[src/esd_pkg.sv]
// shared types, character codes and helpers for the escape sequence decoder
package esd_pkg;

    localparam int ESD_QUEUE_DEPTH = 4;

    localparam logic [7:0] CH_BACKSLASH = 8'h5C;
    localparam logic [7:0] CH_X         = 8'h78;
    localparam logic [7:0] CH_C         = 8'h63;
    localparam logic [7:0] CH_A         = 8'h61;
    localparam logic [7:0] CH_B         = 8'h62;
    localparam logic [7:0] CH_N         = 8'h6E;
    localparam logic [7:0] CH_R         = 8'h72;
    localparam logic [7:0] CH_T         = 8'h74;
    localparam logic [7:0] CH_V         = 8'h76;
    localparam logic [7:0] CH_F         = 8'h66;

    localparam logic [7:0] CTL_BEL = 8'h07;
    localparam logic [7:0] CTL_BS  = 8'h08;
    localparam logic [7:0] CTL_LF  = 8'h0A;
    localparam logic [7:0] CTL_CR  = 8'h0D;
    localparam logic [7:0] CTL_HT  = 8'h09;
    localparam logic [7:0] CTL_VT  = 8'h0B;
    localparam logic [7:0] CTL_FF  = 8'h0C;

    // up to three results caused by one item, last is the index of the final one
    typedef struct packed {
        logic [7:0] b0;
        logic [7:0] b1;
        logic [7:0] b2;
        logic       has0;
        logic       done;
        logic [1:0] last;
    } t_bundle;

    // {valid, value} of a hex digit in either case
    function automatic logic [4:0] hex_decode(input logic [7:0] b);
        logic [4:0] r;
        r = 5'd0;
        if (b >= 8'h30 && b <= 8'h39) begin
            r = {1'b1, 4'(b - 8'h30)};
        end else if (b >= 8'h61 && b <= 8'h66) begin
            r = {1'b1, 4'(b - 8'h57)};
        end else if (b >= 8'h41 && b <= 8'h46) begin
            r = {1'b1, 4'(b - 8'h37)};
        end
        return r;
    endfunction

endpackage

[src/escape_sequence_decoder.sv]
// top level of the escape sequence decoder: front end, bundle queue and back end
// One input item (a byte, or an end-of-string marker) is accepted in every cycle
// in which full is low; the front end decodes it in that same cycle and writes
// whatever it causes (zero to three results) as one bundle into a queue of
// QUEUE_DEPTH entries. The back end reads one bundle at a time and presents its
// results one per cycle while pop is held, through an output register; the single
// output port is what limits the sustained rate to one result per cycle. Between
// an accepted item and its first result on the result ports lie the queue entry
// and the output register, and a busy back end can hold the item in the queue.
// Items that cause no result (an opening backslash, hex digits still pending,
// any byte while output is suppressed) take no queue space and no output cycle.
// full rises only when the queue holds QUEUE_DEPTH bundles that the consumer has
// not yet drained.
module escape_sequence_decoder
    import esd_pkg::*;
#(
    parameter int QUEUE_DEPTH = ESD_QUEUE_DEPTH
) (
    input  logic       i_clk,
    input  logic       i_rst_n,
    // input side
    input  logic       push,
    output logic       full,
    input  logic [7:0] i_in_byte,
    input  logic       i_end_item,
    // result side
    output logic       empty,
    input  logic       pop,
    output logic [7:0] o_out_byte,
    output logic       o_has_byte,
    output logic       o_string_done,
    output logic       o_last_of_run
);

    // bundles travelling from front to back
    t_bundle q_wr_data, q_rd_data;
    logic    q_push, q_full, q_pop, q_empty;

    // decode state and classification of each item
    esd_front u_front (
        .i_clk      (i_clk),
        .i_rst_n    (i_rst_n),
        .i_push     (push),
        .i_in_byte  (i_in_byte),
        .i_end_item (i_end_item),
        .o_full     (full),
        .i_q_full   (q_full),
        .o_q_push   (q_push),
        .o_q_data   (q_wr_data)
    );

    // short queue so each side can stall on its own
    esd_queue #(
        .DEPTH (QUEUE_DEPTH)
    ) u_queue (
        .i_clk   (i_clk),
        .i_rst_n (i_rst_n),
        .i_push  (q_push),
        .i_data  (q_wr_data),
        .o_full  (q_full),
        .i_pop   (q_pop),
        .o_data  (q_rd_data),
        .o_empty (q_empty)
    );

    // unpacks bundles into single results
    esd_back u_back (
        .i_clk         (i_clk),
        .i_rst_n       (i_rst_n),
        .i_q_data      (q_rd_data),
        .i_q_empty     (q_empty),
        .o_q_pop       (q_pop),
        .o_empty       (empty),
        .i_pop         (pop),
        .o_out_byte    (o_out_byte),
        .o_has_byte    (o_has_byte),
        .o_string_done (o_string_done),
        .o_last_of_run (o_last_of_run)
    );

endmodule

[src/esd_front.sv]
// front end: decode state and classification of each item into a result bundle
module esd_front
    import esd_pkg::*;
(
    input  logic       i_clk,
    input  logic       i_rst_n,
    input  logic       i_push,
    input  logic [7:0] i_in_byte,
    input  logic       i_end_item,
    output logic       o_full,
    input  logic       i_q_full,
    output logic       o_q_push,
    output t_bundle    o_q_data
);

    localparam logic [2:0] MODE_NORMAL = 3'd0;
    localparam logic [2:0] MODE_ESC    = 3'd1;
    localparam logic [2:0] MODE_HEX0   = 3'd2;
    localparam logic [2:0] MODE_HEX1   = 3'd3;
    localparam logic [2:0] MODE_QUIET  = 3'd4;

    logic [2:0] r_mode, n_mode;
    logic [3:0] r_nibble, n_nibble;
    logic [1:0] cnt;
    logic       accept;
    logic [4:0] hex;
    t_bundle    bun;

    assign accept = i_push && !i_q_full;
    assign o_full = i_q_full;
    assign hex    = hex_decode(i_in_byte);

    always_comb begin
        bun      = '0;
        bun.has0 = 1'b1;
        cnt      = 2'd0;
        n_mode   = r_mode;
        n_nibble = r_nibble;
        if (i_end_item) begin
            bun.done = 1'b1;
            n_mode   = MODE_NORMAL;
            n_nibble = 4'd0;
            cnt      = 2'd1;
            priority case (r_mode)
                MODE_ESC: begin
                    bun.b0 = CH_BACKSLASH;
                end
                MODE_HEX0: begin
                    bun.b0 = CH_BACKSLASH;
                    bun.b1 = CH_X;
                    cnt    = 2'd2;
                end
                MODE_HEX1: begin
                    bun.b0 = {4'd0, r_nibble};
                end
                default: begin
                    bun.has0 = 1'b0;
                end
            endcase
        end else begin
            priority case (r_mode)
                MODE_ESC: begin
                    n_mode = MODE_NORMAL;
                    cnt    = 2'd1;
                    priority case (i_in_byte)
                        CH_A:         bun.b0 = CTL_BEL;
                        CH_B:         bun.b0 = CTL_BS;
                        CH_N:         bun.b0 = CTL_LF;
                        CH_R:         bun.b0 = CTL_CR;
                        CH_T:         bun.b0 = CTL_HT;
                        CH_V:         bun.b0 = CTL_VT;
                        CH_F:         bun.b0 = CTL_FF;
                        CH_BACKSLASH: bun.b0 = CH_BACKSLASH;
                        CH_C: begin
                            n_mode = MODE_QUIET;
                            cnt    = 2'd0;
                        end
                        CH_X: begin
                            n_mode = MODE_HEX0;
                            cnt    = 2'd0;
                        end
                        default: begin
                            // unknown escape: literal backslash, then the byte as plain text
                            bun.b0 = CH_BACKSLASH;
                            bun.b1 = i_in_byte;
                            cnt    = 2'd2;
                        end
                    endcase
                end
                MODE_HEX0: begin
                    if (hex[4]) begin
                        n_nibble = hex[3:0];
                        n_mode   = MODE_HEX1;
                    end else begin
                        bun.b0 = CH_BACKSLASH;
                        bun.b1 = CH_X;
                        bun.b2 = i_in_byte;
                        if (i_in_byte == CH_BACKSLASH) begin
                            n_mode = MODE_ESC;
                            cnt    = 2'd2;
                        end else begin
                            n_mode = MODE_NORMAL;
                            cnt    = 2'd3;
                        end
                    end
                end
                MODE_HEX1: begin
                    n_nibble = 4'd0;
                    if (hex[4]) begin
                        bun.b0 = {r_nibble, hex[3:0]};
                        cnt    = 2'd1;
                        n_mode = MODE_NORMAL;
                    end else begin
                        bun.b0 = {4'd0, r_nibble};
                        bun.b1 = i_in_byte;
                        if (i_in_byte == CH_BACKSLASH) begin
                            n_mode = MODE_ESC;
                            cnt    = 2'd1;
                        end else begin
                            n_mode = MODE_NORMAL;
                            cnt    = 2'd2;
                        end
                    end
                end
                MODE_QUIET: begin
                    cnt = 2'd0;
                end
                default: begin
                    bun.b0 = i_in_byte;
                    if (i_in_byte == CH_BACKSLASH) begin
                        n_mode = MODE_ESC;
                    end else begin
                        n_mode = MODE_NORMAL;
                        cnt    = 2'd1;
                    end
                end
            endcase
        end
        bun.last = cnt - 2'd1;
    end

    assign o_q_push = accept && (cnt != 2'd0);
    assign o_q_data = bun;

    always_ff @(posedge i_clk) begin
        if (!i_rst_n) begin
            r_mode   <= MODE_NORMAL;
            r_nibble <= 4'd0;
        end else if (accept) begin
            r_mode   <= n_mode;
            r_nibble <= n_nibble;
        end
    end

endmodule

[src/esd_queue.sv]
// short queue of result bundles between front and back
module esd_queue
    import esd_pkg::*;
#(
    parameter int DEPTH = ESD_QUEUE_DEPTH
) (
    input  logic    i_clk,
    input  logic    i_rst_n,
    input  logic    i_push,
    input  t_bundle i_data,
    output logic    o_full,
    input  logic    i_pop,
    output t_bundle o_data,
    output logic    o_empty
);

    localparam int PW = (DEPTH > 1) ? $clog2(DEPTH) : 1;
    localparam int CW = $clog2(DEPTH + 1);

    t_bundle       r_mem [DEPTH];
    logic [PW-1:0] r_wr, r_rd;
    logic [CW-1:0] r_count;
    logic          do_push, do_pop;

    assign o_full  = (r_count == CW'(DEPTH));
    assign o_empty = (r_count == '0);
    assign do_push = i_push && !o_full;
    assign do_pop  = i_pop && !o_empty;
    assign o_data  = r_mem[r_rd];

    always_ff @(posedge i_clk) begin
        if (do_push) begin
            r_mem[r_wr] <= i_data;
        end
    end

    always_ff @(posedge i_clk) begin
        if (!i_rst_n) begin
            r_wr    <= '0;
            r_rd    <= '0;
            r_count <= '0;
        end else begin
            if (do_push) begin
                r_wr <= (r_wr == PW'(DEPTH - 1)) ? '0 : r_wr + 1'b1;
            end
            if (do_pop) begin
                r_rd <= (r_rd == PW'(DEPTH - 1)) ? '0 : r_rd + 1'b1;
            end
            if (do_push && !do_pop) begin
                r_count <= r_count + 1'b1;
            end else if (do_pop && !do_push) begin
                r_count <= r_count - 1'b1;
            end
        end
    end

endmodule

[src/esd_back.sv]
// back end: unpacks one bundle into results, one per cycle while the consumer pops, held in an output register
module esd_back
    import esd_pkg::*;
(
    input  logic       i_clk,
    input  logic       i_rst_n,
    input  t_bundle    i_q_data,
    input  logic       i_q_empty,
    output logic       o_q_pop,
    output logic       o_empty,
    input  logic       i_pop,
    output logic [7:0] o_out_byte,
    output logic       o_has_byte,
    output logic       o_string_done,
    output logic       o_last_of_run
);

    t_bundle    r_bun;
    logic       r_valid;
    logic [1:0] r_idx;
    logic       pop_fire, at_last, take;

    assign pop_fire = i_pop && r_valid;
    assign at_last  = (r_idx == r_bun.last);
    assign take     = !r_valid || (pop_fire && at_last);
    assign o_q_pop  = take && !i_q_empty;

    assign o_empty       = !r_valid;
    assign o_has_byte    = (r_idx == 2'd0) ? r_bun.has0 : 1'b1;
    assign o_string_done = r_bun.done && at_last;
    assign o_last_of_run = at_last;

    always_comb begin
        unique case (r_idx)
            2'd0:    o_out_byte = r_bun.b0;
            2'd1:    o_out_byte = r_bun.b1;
            default: o_out_byte = r_bun.b2;
        endcase
    end

    always_ff @(posedge i_clk) begin
        if (take && !i_q_empty) begin
            r_bun <= i_q_data;
        end
    end

    always_ff @(posedge i_clk) begin
        if (!i_rst_n) begin
            r_valid <= 1'b0;
            r_idx   <= 2'd0;
        end else if (take) begin
            r_valid <= !i_q_empty;
            r_idx   <= 2'd0;
        end else if (pop_fire) begin
            r_idx <= r_idx + 2'd1;
        end
    end

`ifndef ASSERT_OFF
    a_idx_in_range: assert property (@(posedge i_clk) disable iff (!i_rst_n)
        r_valid |-> (r_idx <= r_bun.last))
        else $error("result index beyond end of bundle");

    a_marker_alone: assert property (@(posedge i_clk) disable iff (!i_rst_n)
        (r_valid && !o_has_byte) |-> (o_string_done && o_last_of_run && r_idx == 2'd0))
        else $error("empty marker not a lone closing result");

    a_idx_step: assert property (@(posedge i_clk) disable iff (!i_rst_n)
        (pop_fire && !at_last) |=> (r_valid && r_idx == $past(r_idx) + 2'd1))
        else $error("result index did not advance after pop");
`endif

endmodule
[config.mk]
export PLATFORM = sky130hd
export DESIGN_NAME = escape_sequence_decoder
export DESIGN_NICKNAME = d
export VERILOG_FILES = /design/src/esd_pkg.sv /design/src/escape_sequence_decoder.sv /design/src/esd_front.sv /design/src/esd_queue.sv /design/src/esd_back.sv
export SDC_FILE = /design/constraint.sdc
export NUM_CORES = 1
export LEC_CHECK = 0
export BUFFER_PORTS_ARGS = -buffer_cell sky130_fd_sc_hd__buf_2
export CORE_UTILIZATION = 25
export DETAILED_ROUTE_END_ITERATION = 10
export SYNTH_ARGS = -nofsm -noshare
export SYNTH_HDL_FRONTEND = slang
export SYNTH_SLANG_ARGS = --single-unit
export TNS_END_PERCENT = 20
[constraint.sdc]
create_clock -name i_clk -period 9.5 [get_ports i_clk]
set_clock_uncertainty 0.05 [all_clocks]
set_input_delay 0.475 -clock i_clk [delete_from_list [all_inputs] [get_ports i_clk]]
set_output_delay 0.475 -clock i_clk [all_outputs]
set_load 0.1 [all_outputs]
* After elaboration in Yosys (flattened, before gate mapping) *
Memory sizes are Yosys's and may differ from the RTL's. A register that Yosys moved wholly into a read port is not among the register bits.
Cells that the tools add are included.

cells by class
  mux-type cells = 43
  $lt $le $gt $ge = 6
  reductions and logical operators = 32
  equality and inequality tests = 21
  add/sub/neg operators = 9
  bitwise operators = 1

operators by type and width
  operator            number
  $eq 8x7->1 const B  10
  $pmux 7 s8          1
  $mux 8              5
  $pmux 8 s4          1
  $pmux 8 s3          1
  $mux 23             1
  $ge 8x7->1 const B  2
  $le 8x7->1 const B  2
  $mux 16             1
  $mux 2              8
  $pmux 8 s2          1
  $mux 5              3
  $pmux 7 s2          1
  $logic_and 1x1->1   13
  $mux 3              4
  $pmux 3 s4          1
  $reduce_or 10->1    1
  $ge 8x6->1 const B  1
  $le 8x6->1 const B  1
  $mux 1              8
  $mux 4              2
  $pmux 2 s4          1
  $pmux 4 s2          1
  $reduce_or 8->1     1
  other kinds (28)    41

storage, ports and cells
  memories kept = 1
  output and inout port bits = 13
  bits in writable memories = 112
  bits in registers = 17

memories
  name           depth  bits a word  rd ports  clocked after memory_dff  wr ports  line             RTL
  u_queue.r_mem  4      28           1         1                         1         esd_queue.sv:20  t_bundle r_mem [DEPTH];

* Longest topological paths before layout *
  depth in word-level cells = 15
  mapped depth = 16
  mapped depth without buffers = 16

* Modules after synthesis *
A second synthesis with hierarchy kept.

unflattened totals
  cell total of the unflattened synthesis = 496
  area, all modules = 7264.5 sq um

by module, submodules not included
  module     area each (sq um)  instances  cells each  sequential area each (sq um)
  esd_queue  4570.6             1          197         3543.4
  esd_front  1512.7             1          220         140.1
  esd_back   1181.1             1          79          900.9

* Least setup slack after synthesis *
No wires, ideal clock.

  path type = reg2reg
  from = register, netlist name u_back.r_bun[1]
  to = register u_queue.r_count[2]
  setup time = 0.076 ns
  arrival = 4.868 ns
  path slack = 4.506 ns
  cell stages (with the launch flop) = 12
  buffers on the path = 0
  data required time = 9.374 ns
  cell sequence = edfxtp_1 xor2_1 nor2_1 nand2_1 a21oi_1 inv_1 ha_1 inv_1 fa_1 xor2_1 or3_1 a21boi_0

on the way
  word-level cells in the longest chain between the ends = 8

RTL lines
  element                                      line                           RTL
  $eq 2x2->1 *                                 esd_back.sv:24                 assign at_last = (r_idx == r_bun.last);
  named net o_last_of_run                      escape_sequence_decoder.sv:32  output logic o_last_of_run
  $logic_and 1x1->1 *                          esd_back.sv:25                 assign take = !r_valid || (pop_fire && at_last);
  $logic_or 1x1->1 *                           esd_back.sv:25
  $logic_and 1x1->1 *                          esd_back.sv:26                 assign o_q_pop = take && !i_q_empty;
  named net q_pop                              escape_sequence_decoder.sv:37  logic q_push, q_full, q_pop, q_empty;
  $logic_and 1x1->1 *                          esd_queue.sv:28                assign do_pop = i_pop && !o_empty;
  $logic_not 1->1                              esd_queue.sv:49                if (do_push && !do_pop) begin
  $logic_and 1x1->1                            esd_queue.sv:49
  $mux 3 or $reduce_bool 2->1 (tied branches)  n/a
  to (signal assigned)                         esd_queue.sv:50                r_count <= r_count + 1'b1;
  to (signal assigned)                         esd_queue.sv:52                r_count <= r_count - 1'b1;
  to (decl)                                    esd_queue.sv:22                logic [CW-1:0] r_count;

The timed path passes the listed nets; every way through them passes the cells marked *.
A chain may end at the register's enable or synchronous reset.

* Worst setup path after layout *
  from = input port i_in_byte[0]
  to = register u_queue.r_count[2]

on the way
  word-level cells in the longest chain between the ends = 14

RTL lines
  element                                   line                               RTL
  from (decl)                               escape_sequence_decoder.sv:24      input logic [7:0] i_in_byte,
  $ge 8x7->1 or $le 8x7->1 (tied branches)  esd_pkg.sv:43                      end else if (b >= 8'h41 && b <= 8'h46) begin
  $logic_and 1x1->1                         esd_pkg.sv:43
  $mux 5                                    esd_pkg.sv:43
  $mux 5                                    esd_pkg.sv:41                      end else if (b >= 8'h61 && b <= 8'h66) begin
  $mux 5                                    esd_pkg.sv:39                      if (b >= 8'h30 && b <= 8'h39) begin
  $mux 2, on equally long branches          esd_front.sv:109, esd_front.sv:91
  $pmux 2 s4 *                              esd_front.sv:61                    priority case (r_mode)
  $mux 2 *                                  esd_front.sv:39                    if (i_end_item) begin
  $reduce_bool 2->1 *                       esd_front.sv:142                   assign o_q_push = accept && (cnt != 2'd0);
  $logic_and 1x1->1 *                       esd_front.sv:142
  $logic_and 1x1->1 *                       esd_queue.sv:27                    assign do_push = i_push && !o_full;
  named net u_queue.do_push                 esd_queue.sv:23                    logic do_push, do_pop;
  $logic_not 1->1                           esd_queue.sv:51                    end else if (do_pop && !do_push) begin
  $logic_and 1x1->1                         esd_queue.sv:51
  $reduce_bool 2->1 (no source line)        n/a

Marked as above.

==> results.txt <==
First-pass GRT wire length: 23500 um
Element type at the critical path start: primary input
DR vias/cell: 4.61
Multiplexer share of the synthesized area: 0.102
Die Wd: 170 um
Setup crit end kind: flip-flop
Share of cells above drive strength 1: 0.196
Router iterations before antenna repair: 5
Post-synthesis async set-or-reset flop share: 0
Status: complete, no violations
Final instance area: 0.00823 mm^2
Max-cap violations: 0
Hold Buf Count CTS: 0
Synth Cell Area: 0.00707 mm^2
Final WL: 14900 um
CTS tree: built
Net switching power: 0.799 mW
Hold Crit Depth: 3
Largest family of logic cells by synthesized area: simple AND/OR/NAND/NOR gates
Count leader, synth: edfxtp_1
Sequential area share after synthesis: 0.643
Synth area leader: edfxtp_1
Reg2Reg Launch Point: u_front.r_mode[0]$_SDFFE_PN0P_
Worst VDD drop: 119 uV
Layout area overhead: 16.4%
Library cells used by synthesis: 62
Fin crit period: 4.05 ns
GPL Wtd Cong: 0.915
HP Class: in -> reg
Cts repair resizes: 0
Drc violations: 0
Synth area leaders: edfxtp_1 (59%), mux4_2 (8.9%), dfxtp_1 (4.8%)
Pin count of the biggest net entering global routing: 32
Gr usage total: 0.109
Area of the core: 0.0278 mm^2
Die area: 0.0290 mm^2
R2r endpoint: u_queue.r_count[2]$_SDFFE_PN0P_
Clock Tree Root: clkbuf_16
First-iteration detailed-routing DRC count: 441
Combinational share of power: 0.288
Crit path DAT: 4.35 ns
Initial Utilization: 0.254
Dpl ws: 5.05 ns
Hold worst-path end: u_back.r_idx[0]$_SDFFE_PP0P_
Synth Area in Simple Gates: 0.107
Fin. max-slew vios: 0
Critical Path RT: 9.80 ns
Compound-gate portion of the synthesized area: 0.0881
Worst-case reg-to-reg path depth: 13
Most frequent cells after synthesis: edfxtp_1 (140), nand2_1 (34), mux4_2 (28)
IO Pins: 26
Syn. warnings: 0
DR vias: 4188
Final antenna diode count: 0
Fill count: 2812
Top cell type's share of synthesized area: 0.595
Clk_lat worst skew: 0.42 ns
Reg2reg setup slack: 5.60 ns
Total power: 2.33 mW
Syn_nets: 519
Fmax: 247 MHz
Syn Area/Cell: 14.4 um^2
Sum Neg Setup Slack: 0 ns
H-Tree Level Count: 4
Cell Area, Placed: 0.00763 mm^2
Clock Tree Buf Depth: 2
RSZ-0062 raised after global routing: false
Cell row count: 61
DIE HEIGHT: 170 um
Worst-Margin Slew: 1.04 ns
Final setup fails: 0
Sw Share: 0.342
Final core occ: 0.296
HPWL after DPL: 9900 um
Period utilization: 0.427
Critical path class: in -> reg
Setup slack after layout: 5.45 ns
Grt ovf: 0
Synth Instances: 491
Dominant synthesized flop cell: edfxtp_1
Hold Vio Cnt, Final: 0
Critical Path Source: i_in_byte[0]
Seq cells post-synth: 157
Hold_ws: 0.309 ns
PwrDens: 284 mW/mm^2
Share of total power in the clock network: 0.293
Cts bufs inserted: 17
Port bufs: 25
Pint: 1.53 mW
Critical Path Fanout Max: 9
Adder-Cell Fraction of Synth Area: 0.0276
Vias in the first global route: 4047
Initial antenna violation count: 0
Hold wc startpoint: pop
Cell Count, Final, Fillers Out: 909
Clk slew on worst S/H paths: 0.06 ns
Post-synth EDFFs: 140
Leakage: 2.78 nW
Post-CTS Setup Bufs: 0
Post-Synth XOR/XNOR Area: 0.00867
Max_slew headroom: 0.307
Wire per inst: 16.4 um
Post-DRT Antenna Nets: 0
Placed Cells incl. Taps: 877
Layout net count: 546
Flop pwr share: 0.419
CTS sink count: 157
cell families after synthesis:
group	Yosys count
compound gates	93
xor+xnor	7
fa+ha+maj	15
buf+inv	43
flops	157
mux	37
simple gates	139
flip-flops by register name, indices dropped and copies added (netlist names), 2 cells and up:
name,flops
u_back.r_bun,28
u_back.r_idx,2
u_queue.r_rd,2
u_queue.r_wr,2
u_queue.r_count,3
u_front.r_mode,3
u_queue.r_mem,112
u_front.r_nibble,4
per-layer routing:
| metal | track usage | vias to the layer above | share of wire |
|---|---|---|---|
| met3 | 0.0286 | 26 | 0.043 |
| met5 | 0 | - | 0 |
| met2 | 0.165 | 126 | 0.46 |
| met4 | 0.0388 | 0 | 0.018 |
| met1 | 0.149 | 2082 | 0.48 |
| li1 | - | 1954 | - |
cell usage in the layout (no fill, tap or decap), types with 4 or more instances in the layout:
cell and count:
and3_1 9, mux4_2 28, buf_2 25, nor4_1 6, xor2_1 5, nor3_1 10, o211ai_1 5, a31oi_1 4
nor2b_1 14, nand2_1 34, mux2i_1 9, and2_1 7, inv_1 20, a22oi_1 10, nor2_1 24, edfxtp_1 140
clkbuf_16 17, o21ai_1 7, ha_1 14, dfxtp_1 15, buf_4 5, o311a_1 4, o21ai_0 18, nand3_1 7
a21boi_0 4, nand2b_1 5, or3_1 5, a21oi_1 18
worst max-delay path, stage by stage:
cell and delay, ns:
buf_2 0.18, inv_1 0.16, ha_1 0.26, o21bai_1 0.19
a21o_1 0.28, nand2_4 0.12, a2111oi_0 0.39, a31oi_1 0.09
a31o_1 0.30, ha_1 0.25, nor2_1 0.29, ha_1 0.24
inv_1 0.07, fa_1 0.42, xor2_1 0.17, or3_1 0.30
a21boi_0 0.16
how the worst max path moves through the flow:
stage | endpoint | cells past startpoint
floorplan | u_queue.r_count[2]$_SDFFE_PN0P_ | 11
global placement | u_queue.r_count[2]$_SDFFE_PN0P_ | 17
detailed placement | u_queue.r_count[2]$_SDFFE_PN0P_ | 17
CTS | u_queue.r_count[2]$_SDFFE_PN0P_ | 17
global route | u_queue.r_count[2]$_SDFFE_PN0P_ | 17
finish | u_queue.r_count[2]$_SDFFE_PN0P_ | 17
power by group through the flow:
stage / Sequential [mW] / Clock, mW / Combinational (mW)
after detailed placement: 0.994 / 0 / 0.681
final: 0.976 / 0.685 / 0.672
after floorplan: 0.956 / 0 / 0.565
after CTS: 0.980 / 0.696 / 0.681
after global placement: 0.990 / 0 / 0.677
after global routing: 0.991 / 0.725 / 0.722
area by class of cell:
class                           instances  area (um^2)  share of cell area
Clock buffer                           18          429              0.0522
Clock inverter                         14          166              0.0202
Inverter                               21         78.8             0.00958
Multi-Input combinational cell        291         2370               0.288
Sequential cell                       157         4550               0.553
Tap cell                              378          473              0.0575
Timing Repair Buffer                   30          163              0.0198
No activity file was read; power rests on OpenSTA's default activity.
